[config.mk]
export PLATFORM = sky130hd
export DESIGN_NAME = gregorian_days_between
export DESIGN_NICKNAME = d
export VERILOG_FILES = /design/src/hdl/gdb_pkg.sv /design/src/hdl/gregorian_days_between.sv
export SDC_FILE = /design/constraint.sdc
export NUM_CORES = 1
export LEC_CHECK = 0
export ABC_AREA = 1
export BUFFER_PORTS_ARGS = -buffer_cell sky130_fd_sc_hd__buf_2
export CAP_MARGIN = 25
export CORE_MARGIN = 3
export CORE_UTILIZATION = 50
export CTS_CLUSTER_SIZE = 28
export DETAILED_ROUTE_END_ITERATION = 16
export HOLD_SLACK_MARGIN = 0.06
export PLACE_DENSITY = 0.63
export SETUP_SLACK_MARGIN = 0.4
export SYNTH_ARGS = -nofsm -noshare
export SYNTH_HDL_FRONTEND = slang
export SYNTH_SLANG_ARGS = --single-unit
[constraint.sdc]
create_clock -name clock -period 7.8 [get_ports clock]
set_clock_uncertainty 0.05 [all_clocks]
set_input_delay 0.39 -clock clock [delete_from_list [all_inputs] [get_ports clock]]
set_output_delay 0.39 -clock clock [all_outputs]
set_load 0.01 [all_outputs]
[src/hdl/gdb_pkg.sv]
// Shared types, widths and calendar tables for the Gregorian day-count block.
// No dependencies; imported by gregorian_days_between.
`timescale 1ns / 1ps

package gdb_pkg;

   localparam int YEAR_W   = 14;
   localparam int MONTH_W  = 4;
   localparam int DAY_W    = 5;
   localparam int COUNT_W  = 22;
   localparam int SERIAL_W = 23;   // serial day number of any 14-bit year
   localparam int DOY_W    = 9;    // day of year, up to 366
   localparam int Q4_W     = YEAR_W - 2;
   localparam int Q100_W   = 8;    // largest 14-bit year / 100 is 163
   localparam int Q400_W   = Q100_W - 2;

   localparam int MAX_YEAR = 9999;

   // floor(x / 25) = (x * DIV25_MUL) >> DIV25_SHIFT for any x below 4096
   localparam int DIV25_MUL   = 2622;
   localparam int DIV25_SHIFT = 16;
   localparam int DIV25_PROD_W = 2 * Q4_W;

   localparam int DAYS_PER_YEAR = 365;

   localparam logic [MONTH_W-1:0] MONTH_JAN = MONTH_W'(1);
   localparam logic [MONTH_W-1:0] MONTH_FEB = MONTH_W'(2);
   localparam logic [MONTH_W-1:0] MONTH_DEC = MONTH_W'(12);

   localparam logic [DAY_W-1:0] FEB_LEAP_LEN   = DAY_W'(29);
   localparam logic [DAY_W-1:0] FEB_COMMON_LEN = DAY_W'(28);

   typedef struct packed {
      logic [YEAR_W-1:0]  start_year;
      logic [MONTH_W-1:0] start_month;
      logic [DAY_W-1:0]   start_day;
      logic [YEAR_W-1:0]  end_year;
      logic [MONTH_W-1:0] end_month;
      logic [DAY_W-1:0]   end_day;
      logic               include_end_day;
   } req_type;

   typedef struct packed {
      logic [COUNT_W-1:0] day_count;
      logic               invalid_date;
   } rsp_type;

   // Length of a month in a common year; zero for a code that is no month.
   function automatic logic [DAY_W-1:0] month_len(input logic [MONTH_W-1:0] m);
      logic [DAY_W-1:0] len;
      case (m)
         4'd1:    len = 5'd31;
         4'd2:    len = 5'd28;
         4'd3:    len = 5'd31;
         4'd4:    len = 5'd30;
         4'd5:    len = 5'd31;
         4'd6:    len = 5'd30;
         4'd7:    len = 5'd31;
         4'd8:    len = 5'd31;
         4'd9:    len = 5'd30;
         4'd10:   len = 5'd31;
         4'd11:   len = 5'd30;
         4'd12:   len = 5'd31;
         default: len = 5'd0;
      endcase
      return len;
   endfunction

   // Days in the months before month m of a common year.
   function automatic logic [DOY_W-1:0] days_before(input logic [MONTH_W-1:0] m);
      logic [DOY_W-1:0] cum;
      case (m)
         4'd1:    cum = 9'd0;
         4'd2:    cum = 9'd31;
         4'd3:    cum = 9'd59;
         4'd4:    cum = 9'd90;
         4'd5:    cum = 9'd120;
         4'd6:    cum = 9'd151;
         4'd7:    cum = 9'd181;
         4'd8:    cum = 9'd212;
         4'd9:    cum = 9'd243;
         4'd10:   cum = 9'd273;
         4'd11:   cum = 9'd304;
         4'd12:   cum = 9'd334;
         default: cum = 9'd0;
      endcase
      return cum;
   endfunction

endpackage

[src/hdl/gregorian_days_between.sv]
// Gregorian day count between two dates, four-stage pipeline.
// Depends on gdb_pkg for the beat types, widths and month tables.
`timescale 1ns / 1ps

// Usage
//   req channel: one beat carries a start date, an end date and the
//   include_end_day flag. A beat is taken on a rising clock edge with
//   req_valid high and req_stall low.
//   rsp channel: one beat per request, in request order, carrying day_count
//   and invalid_date; taken on an edge with rsp_valid high and rsp_stall low.
//   A beat passes the stage 1, 2 and 3 registers and then the response
//   register, which drives rsp_valid and rsp_data.
//   Throughput: 1 beat per cycle while rsp_stall is low; each stage is one
//   register deep, and stage 1 holds the 12 x 12 reciprocal multiply that
//   divides the year by 100.
//   A bad year, month or day on either date returns invalid_date = 1 and a
//   count of 0. A start not before the end returns include_end_day as the count.
//   Reset clears every stage valid bit and the response valid; payload
//   registers are not reset. When rsp_stall holds, the full stages hold their
//   beats, empty stages keep filling, and req_stall rises once the pipe is full.
module gregorian_days_between
   import gdb_pkg::*;
(
   input  logic    clock,
   input  logic    reset,
   input  logic    req_valid,
   output logic    req_stall,
   input  req_type req_data,
   output logic    rsp_valid,
   input  logic    rsp_stall,
   output rsp_type rsp_data
);

   // ---------------------------------------------------------------
   // Flow control: a stage advances when the next one is empty or moving.
   // ---------------------------------------------------------------
   logic v1_ff, v2_ff, v3_ff, rsp_valid_ff;
   logic adv1, adv2, adv3, adv4;

   assign adv4      = !rsp_valid_ff || !rsp_stall;
   assign adv3      = !v3_ff || adv4;
   assign adv2      = !v2_ff || adv3;
   assign adv1      = !v1_ff || adv2;
   assign req_stall = !adv1;
   assign rsp_valid = rsp_valid_ff;

   always_ff @(posedge clock) begin
      if (reset) begin
         v1_ff        <= 1'b0;
         v2_ff        <= 1'b0;
         v3_ff        <= 1'b0;
         rsp_valid_ff <= 1'b0;
      end else begin
         if (adv1) begin
            v1_ff <= req_valid;
         end
         if (adv2) begin
            v2_ff <= v1_ff;
         end
         if (adv3) begin
            v3_ff <= v2_ff;
         end
         if (adv4) begin
            rsp_valid_ff <= v3_ff;
         end
      end
   end

   // ---------------------------------------------------------------
   // Stage 1: range checks and year / 100 by reciprocal multiply.
   // Index 0 is the start date, index 1 the end date.
   // ---------------------------------------------------------------
   logic [YEAR_W-1:0]  y1_in [2];
   logic [MONTH_W-1:0] m1_in [2];
   logic [DAY_W-1:0]   d1_in [2];
   logic [Q100_W-1:0]  q100y1_in [2];
   logic               ok1_in [2];

   logic [YEAR_W-1:0]  y1_ff [2];
   logic [MONTH_W-1:0] m1_ff [2];
   logic [DAY_W-1:0]   d1_ff [2];
   logic [Q100_W-1:0]  q100y1_ff [2];
   logic               ok1_ff [2];
   logic               inc1_ff;

   always_comb begin
      logic [DIV25_PROD_W-1:0] prod;
      y1_in[0] = req_data.start_year;
      m1_in[0] = req_data.start_month;
      d1_in[0] = req_data.start_day;
      y1_in[1] = req_data.end_year;
      m1_in[1] = req_data.end_month;
      d1_in[1] = req_data.end_day;
      prod     = '0;
      for (int i = 0; i < 2; i++) begin
         // floor(y / 100) = floor(floor(y / 4) / 25)
         prod = DIV25_PROD_W'(y1_in[i][YEAR_W-1:2]) * DIV25_PROD_W'(DIV25_MUL);
         q100y1_in[i] = prod[DIV25_SHIFT +: Q100_W];
         ok1_in[i] = (y1_in[i] != '0) && (y1_in[i] <= YEAR_W'(MAX_YEAR))
                  && (m1_in[i] >= MONTH_JAN) && (m1_in[i] <= MONTH_DEC)
                  && (d1_in[i] != '0);
      end
   end

   always_ff @(posedge clock) begin
      if (adv1) begin
         y1_ff     <= y1_in;
         m1_ff     <= m1_in;
         d1_ff     <= d1_in;
         q100y1_ff <= q100y1_in;
         ok1_ff    <= ok1_in;
         inc1_ff   <= req_data.include_end_day;
      end
   end

   // ---------------------------------------------------------------
   // Stage 2: leap rule, month length check, day of year, and the
   // quotients of (year - 1) by 4, 100 and 400.
   // ---------------------------------------------------------------
   logic [YEAR_W-1:0] py2_in [2];
   logic [Q4_W-1:0]   q4_2_in [2];
   logic [Q100_W-1:0] q100_2_in [2];
   logic [Q400_W-1:0] q400_2_in [2];
   logic [DOY_W-1:0]  doy2_in [2];
   logic              ok2_in [2];

   logic [YEAR_W-1:0] py2_ff [2];
   logic [Q4_W-1:0]   q4_2_ff [2];
   logic [Q100_W-1:0] q100_2_ff [2];
   logic [Q400_W-1:0] q400_2_ff [2];
   logic [DOY_W-1:0]  doy2_ff [2];
   logic              ok2_ff [2];
   logic              inc2_ff;

   always_comb begin
      logic             div4, div100, div400, leap;
      logic [Q4_W-1:0]  back25;
      logic [DAY_W-1:0] len;
      div4 = 1'b0;
      div100 = 1'b0;
      div400 = 1'b0;
      leap = 1'b0;
      back25 = '0;
      len = '0;
      for (int i = 0; i < 2; i++) begin
         back25 = Q4_W'(q100y1_ff[i]) * Q4_W'(25);
         div4   = (y1_ff[i][1:0] == 2'b00);
         div100 = div4 && (back25 == y1_ff[i][YEAR_W-1:2]);
         div400 = div100 && (q100y1_ff[i][1:0] == 2'b00);
         leap   = (div4 && !div100) || div400;

         if (m1_ff[i] == MONTH_FEB) begin
            len = leap ? FEB_LEAP_LEN : FEB_COMMON_LEN;
         end else begin
            len = month_len(m1_ff[i]);
         end
         ok2_in[i] = ok1_ff[i] && (d1_ff[i] <= len);

         doy2_in[i] = days_before(m1_ff[i]) + DOY_W'(d1_ff[i])
                    + DOY_W'(leap && (m1_ff[i] > MONTH_FEB));

         // floor((y - 1) / n) drops by one exactly when n divides y
         py2_in[i]    = y1_ff[i] - YEAR_W'(1);
         q4_2_in[i]   = y1_ff[i][YEAR_W-1:2] - Q4_W'(div4);
         q100_2_in[i] = q100y1_ff[i] - Q100_W'(div100);
         q400_2_in[i] = q100y1_ff[i][Q100_W-1:2] - Q400_W'(div400);
      end
   end

   always_ff @(posedge clock) begin
      if (adv2) begin
         py2_ff    <= py2_in;
         q4_2_ff   <= q4_2_in;
         q100_2_ff <= q100_2_in;
         q400_2_ff <= q400_2_in;
         doy2_ff   <= doy2_in;
         ok2_ff    <= ok2_in;
         inc2_ff   <= inc1_ff;
      end
   end

   // ---------------------------------------------------------------
   // Stage 3: serial day number of each date.
   // ---------------------------------------------------------------
   logic [SERIAL_W-1:0] ser3_in [2];
   logic [SERIAL_W-1:0] ser3_ff [2];
   logic                ok3_ff;
   logic                inc3_ff;

   always_comb begin
      for (int i = 0; i < 2; i++) begin
         ser3_in[i] = SERIAL_W'(py2_ff[i]) * SERIAL_W'(DAYS_PER_YEAR)
                    + SERIAL_W'(q4_2_ff[i]) - SERIAL_W'(q100_2_ff[i])
                    + SERIAL_W'(q400_2_ff[i]) + SERIAL_W'(doy2_ff[i]);
      end
   end

   always_ff @(posedge clock) begin
      if (adv3) begin
         ser3_ff <= ser3_in;
         ok3_ff  <= ok2_ff[0] && ok2_ff[1];
         inc3_ff <= inc2_ff;
      end
   end

   // ---------------------------------------------------------------
   // Stage 4: difference, end-day option, saturation, response register.
   // ---------------------------------------------------------------
   rsp_type             rsp_in;
   rsp_type             rsp_ff;
   logic [SERIAL_W-1:0] diff;
   logic [SERIAL_W:0]   total;

   always_comb begin
      diff  = (ser3_ff[0] < ser3_ff[1]) ? (ser3_ff[1] - ser3_ff[0]) : '0;
      total = (SERIAL_W + 1)'(diff) + (SERIAL_W + 1)'(inc3_ff);
      if (!ok3_ff) begin
         rsp_in.day_count    = '0;
         rsp_in.invalid_date = 1'b1;
      end else begin
         // clamp at the largest 22-bit count
         if (total[SERIAL_W:COUNT_W] != '0) begin
            rsp_in.day_count = '1;
         end else begin
            rsp_in.day_count = total[COUNT_W-1:0];
         end
         rsp_in.invalid_date = 1'b0;
      end
   end

   always_ff @(posedge clock) begin
      if (adv4) begin
         rsp_ff <= rsp_in;
      end
   end

   assign rsp_data = rsp_ff;

endmodule
==> impl_metrics.tcl <==
set metrics [dict create \
    setup_viol 0 \
    grt_max_degree 54 \
    antenna_found_initial 0 \
    clock_sinks 263 \
    yosys-top-cells-area "edfxtp_1, ha_1, fa_1" \
    numCtsBuffers 30 \
    hold_viol 0 \
    worstHoldPathType "input port to register" \
    timing.rr.start "py2_ff[5]" \
    synth_area_sq_um 28340 \
    cp-end-kind "register" \
    rsz0062_at_grt "false" \
    dieArea_sq_um 59570 \
    die_width_um 244.1 \
    critPathSlowestCell "fa_1" \
    areaGrowthSynthToFinish_pct 9.105 \
    min_from "req_data[35]" \
    synth_seq_cells 263 \
    hold_end "y1_ff[16]" \
    dp_hpwl_mm 51.02 \
    grt_usage_pct 20.40 \
    regArea_sq_um 7617 \
    die_y_um 244.1 \
    grt_pass1_vias 19990 \
    synth_cells 2898 \
    min_period_ns 5.524 \
    worstRegToRegCells 17 \
    grt_overflow 0 \
    h-tree-depth 1 \
    status "complete, no violations" \
    nets 3851 \
    worstMarginPinSlew_ns 0.9234 \
    clock_latency_ns 0.58 \
    ys.flop_type "edfxtp_1" \
    slowest_delay_ns 0.56 \
    synth_top_area_share_pct 24.90 \
    vias_per_cell 5.047 \
    num_rows 86 \
    boundaryPins 76 \
    r2r_end "ser3_ff[16]" \
    cp_max_fo 6 \
    core-area_sq_um 55630 \
    slew_viol_final 0 \
    cp-start-kind "register" \
    diodes 0 \
    hold_path_depth 1 \
    clockBufferDepth 3 \
    synth_edf_count 235 \
    dp_cells 3710 \
    whs_ns 0.09054 \
    drive_gt1_share_pct 6.271 \
    fmax_mhz 181.0 \
    drt.antenna.violating_nets 0 \
    cp_common_cell "fa_1" \
    synth.avg_cell_area_sq_um 9.778 \
    async_flop_share_pct 0 \
    drt_iter0_markers 908 \
    ys_seq_area_share_pct 26.88 \
    drv_cap 0 \
    instances_no_fill 3794 \
    drc_errors 0 \
    vias 19150 \
    totalNegativeSetupSlack_ns 0 \
    drtPass1Iterations 6 \
    min_period_over_period_pct 70.83 \
    cp_num_buf_inv 2 \
    critPathKind "register to register" \
    path_clk_slew_ns 0.06 \
    cts-root-buf "clkbuf_16" \
    maxSlewHeadroom_pct 37.79 \
    wl_mm 59.88 \
    crit_path_cell_trace "fa_1 > fa_1 > inv_1 > fa_1 > inv_1 > fa_1 > fa_1 > ha_1 > a21oi_1 > o21ai_0 > a21oi_1 > o21bai_1 > a21oi_1 > o21ai_0 > a21boi_0 > o21ai_0 > xor2_1" \
    fillers 4988 \
    synth_cell_types 57 \
    cts_tree "yes" \
    critPathTopFamily "adder cells" \
    syn-num-nets 3727 \
    ys_warn_count 0 \
    cp.required_ns 8.06 \
    post_drt_wl_per_cell_um 15.78 \
    multi_input_comb_area_sq_um 18110 \
    io_buffers 75 \
    r2r_slack_ns 2.28 \
    crit_start "py2_ff[5]" \
    cp.arrival_ns 5.78 \
    start_util_pct 50.94 \
    place_congestion 0.8977 \
    utilization_pct 55.58 \
    yosys.area.top_type "edfxtp_1" \
    grt_pass1_wl_mm 98.91 \
]
==> repair_timing <==
item / CTS / global route
hold buffers: 26 / 0
endpoints found under the hold margin: 26 / 0
resized for setup: 0 / 0
buffers inserted: 0 / 0
==> worst max path at each step <==
stage / endpoint / cells after the start
2_1_floorplan: register / 14
3_3_place_gp: ser3_ff[16] / 17
3_5_place_dp: ser3_ff[16] / 17
4_1_cts: ser3_ff[16] / 17
5_1_grt: doy2_ff[8] / 24
6_report: ser3_ff[16] / 17
==> layer usage <==
| layer | track usage [%] | wire, um | vias up |
|---|---|---|---|
| li1 | - | - | 9544 |
| met1 | 27.05 | 27300 | 9203 |
| met2 | 36.00 | 29260 | 310 |
| met3 | 1.634 | 1629 | 92 |
| met4 | 5.695 | 1687 | 0 |
| met5 | 0 | 0 | - |
==> kinds of logic (layout without fill, tap and decap cells) <==
| group | count (synthesis) | after routing | share of synthesized area [%] |
|---|---|---|---|
| DFF | 263 | 263 | 26.88 |
| xor gates and xnor gates | 177 | 177 | 5.471 |
| buffers and inverters | 686 | 834 | 9.197 |
| adders and majority gates | 778 | 778 | 41.53 |
| AOI/OAI and AO/OA | 284 | 284 | 5.833 |
| and+or+nand+nor | 710 | 710 | 11.09 |
==> through the flow <==
step / worst slack (ns) / area (sq um)
after global placement: 2.442 / 29590
after floorplan: 1.334 / 28340
after global routing: 1.876 / 30920
final: 2.276 / 30920
after CTS: 2.288 / 30870
after detailed placement: 2.268 / 29590
==> sequential cells by signal, summed over array words and instances (netlist names), named ones only <==
signal	cells
doy2_ff	18
v1_ff	1
inc1_ff	1
inc2_ff	1
v2_ff	1
rsp_valid	1
y1_ff	28
rsp_data	23
v3_ff	1
ok1_ff	2
m1_ff	8
q100_2_ff	16
ok2_ff	2
ok3_ff	1
q4_2_ff	22
py2_ff	28
ser3_ff	46
q400_2_ff	12
d1_ff	10
inc3_ff	1
q100y1_ff	16
==> area by class of cell <==
class / count / area share, %
clock buffers: 39 / 2.671
well taps: 748 / 3.027
repair buffers: 106 / 2.282
flip-flops and latches: 263 / 24.64
multi-input cells: 1949 / 58.59
inverters: 672 / 8.167
clock inverters: 17 / 0.6273
==> placed cells by master, fill, tap and decap left out, types with 28 or more instances in the layout <==
| master | Yosys | final |
|---|---|---|
| inv_1 | 669 | 667 |
| ha_1 | 507 | 507 |
| nand2_1 | 367 | 367 |
| fa_1 | 271 | 271 |
| edfxtp_1 | 235 | 235 |
| nor2_1 | 143 | 143 |
| a21oi_1 | 124 | 124 |
| xor2_1 | 119 | 119 |
| nand3_1 | 85 | 85 |
| o21ai_0 | 79 | 79 |
| buf_2 | 1 | 75 |
| xnor2_1 | 58 | 58 |
| clkbuf_16 | 0 | 31 |
| nand4_1 | 29 | 29 |
| dfxtp_1 | 28 | 28 |
==> Yosys cell counts, types with 2 or more instances <==
master    instances
dfxtp_1          28
fa_1            271
nand3_4           2
nand2_1         367
o21a_1            3
clkbuf_1          9
nand4_1          29
xnor2_1          58
o221ai_1          3
nand3b_1          9
nor2_1          143
o21ai_2           2
a21o_1            6
a21boi_0          6
edfxtp_1        235
nand3_1          85
inv_1           669
a21oi_1         124
nor4_1           13
nor2_2            7
nor3_1           20
or2_2            11
xor2_1          119
o22ai_1           8
a31oi_1           5
nor3b_1           3
o21bai_1          7
o211ai_1          4
buf_8             2
and2_1            4
o31ai_1           5
nand2_2           4
ha_1            507
a21oi_2          20
inv_2             3
o21ai_0          79
nor2_4            8
Power is not shown: default switching activity piles up to over one toggle a cycle in this logic, so the estimate is an artifact.
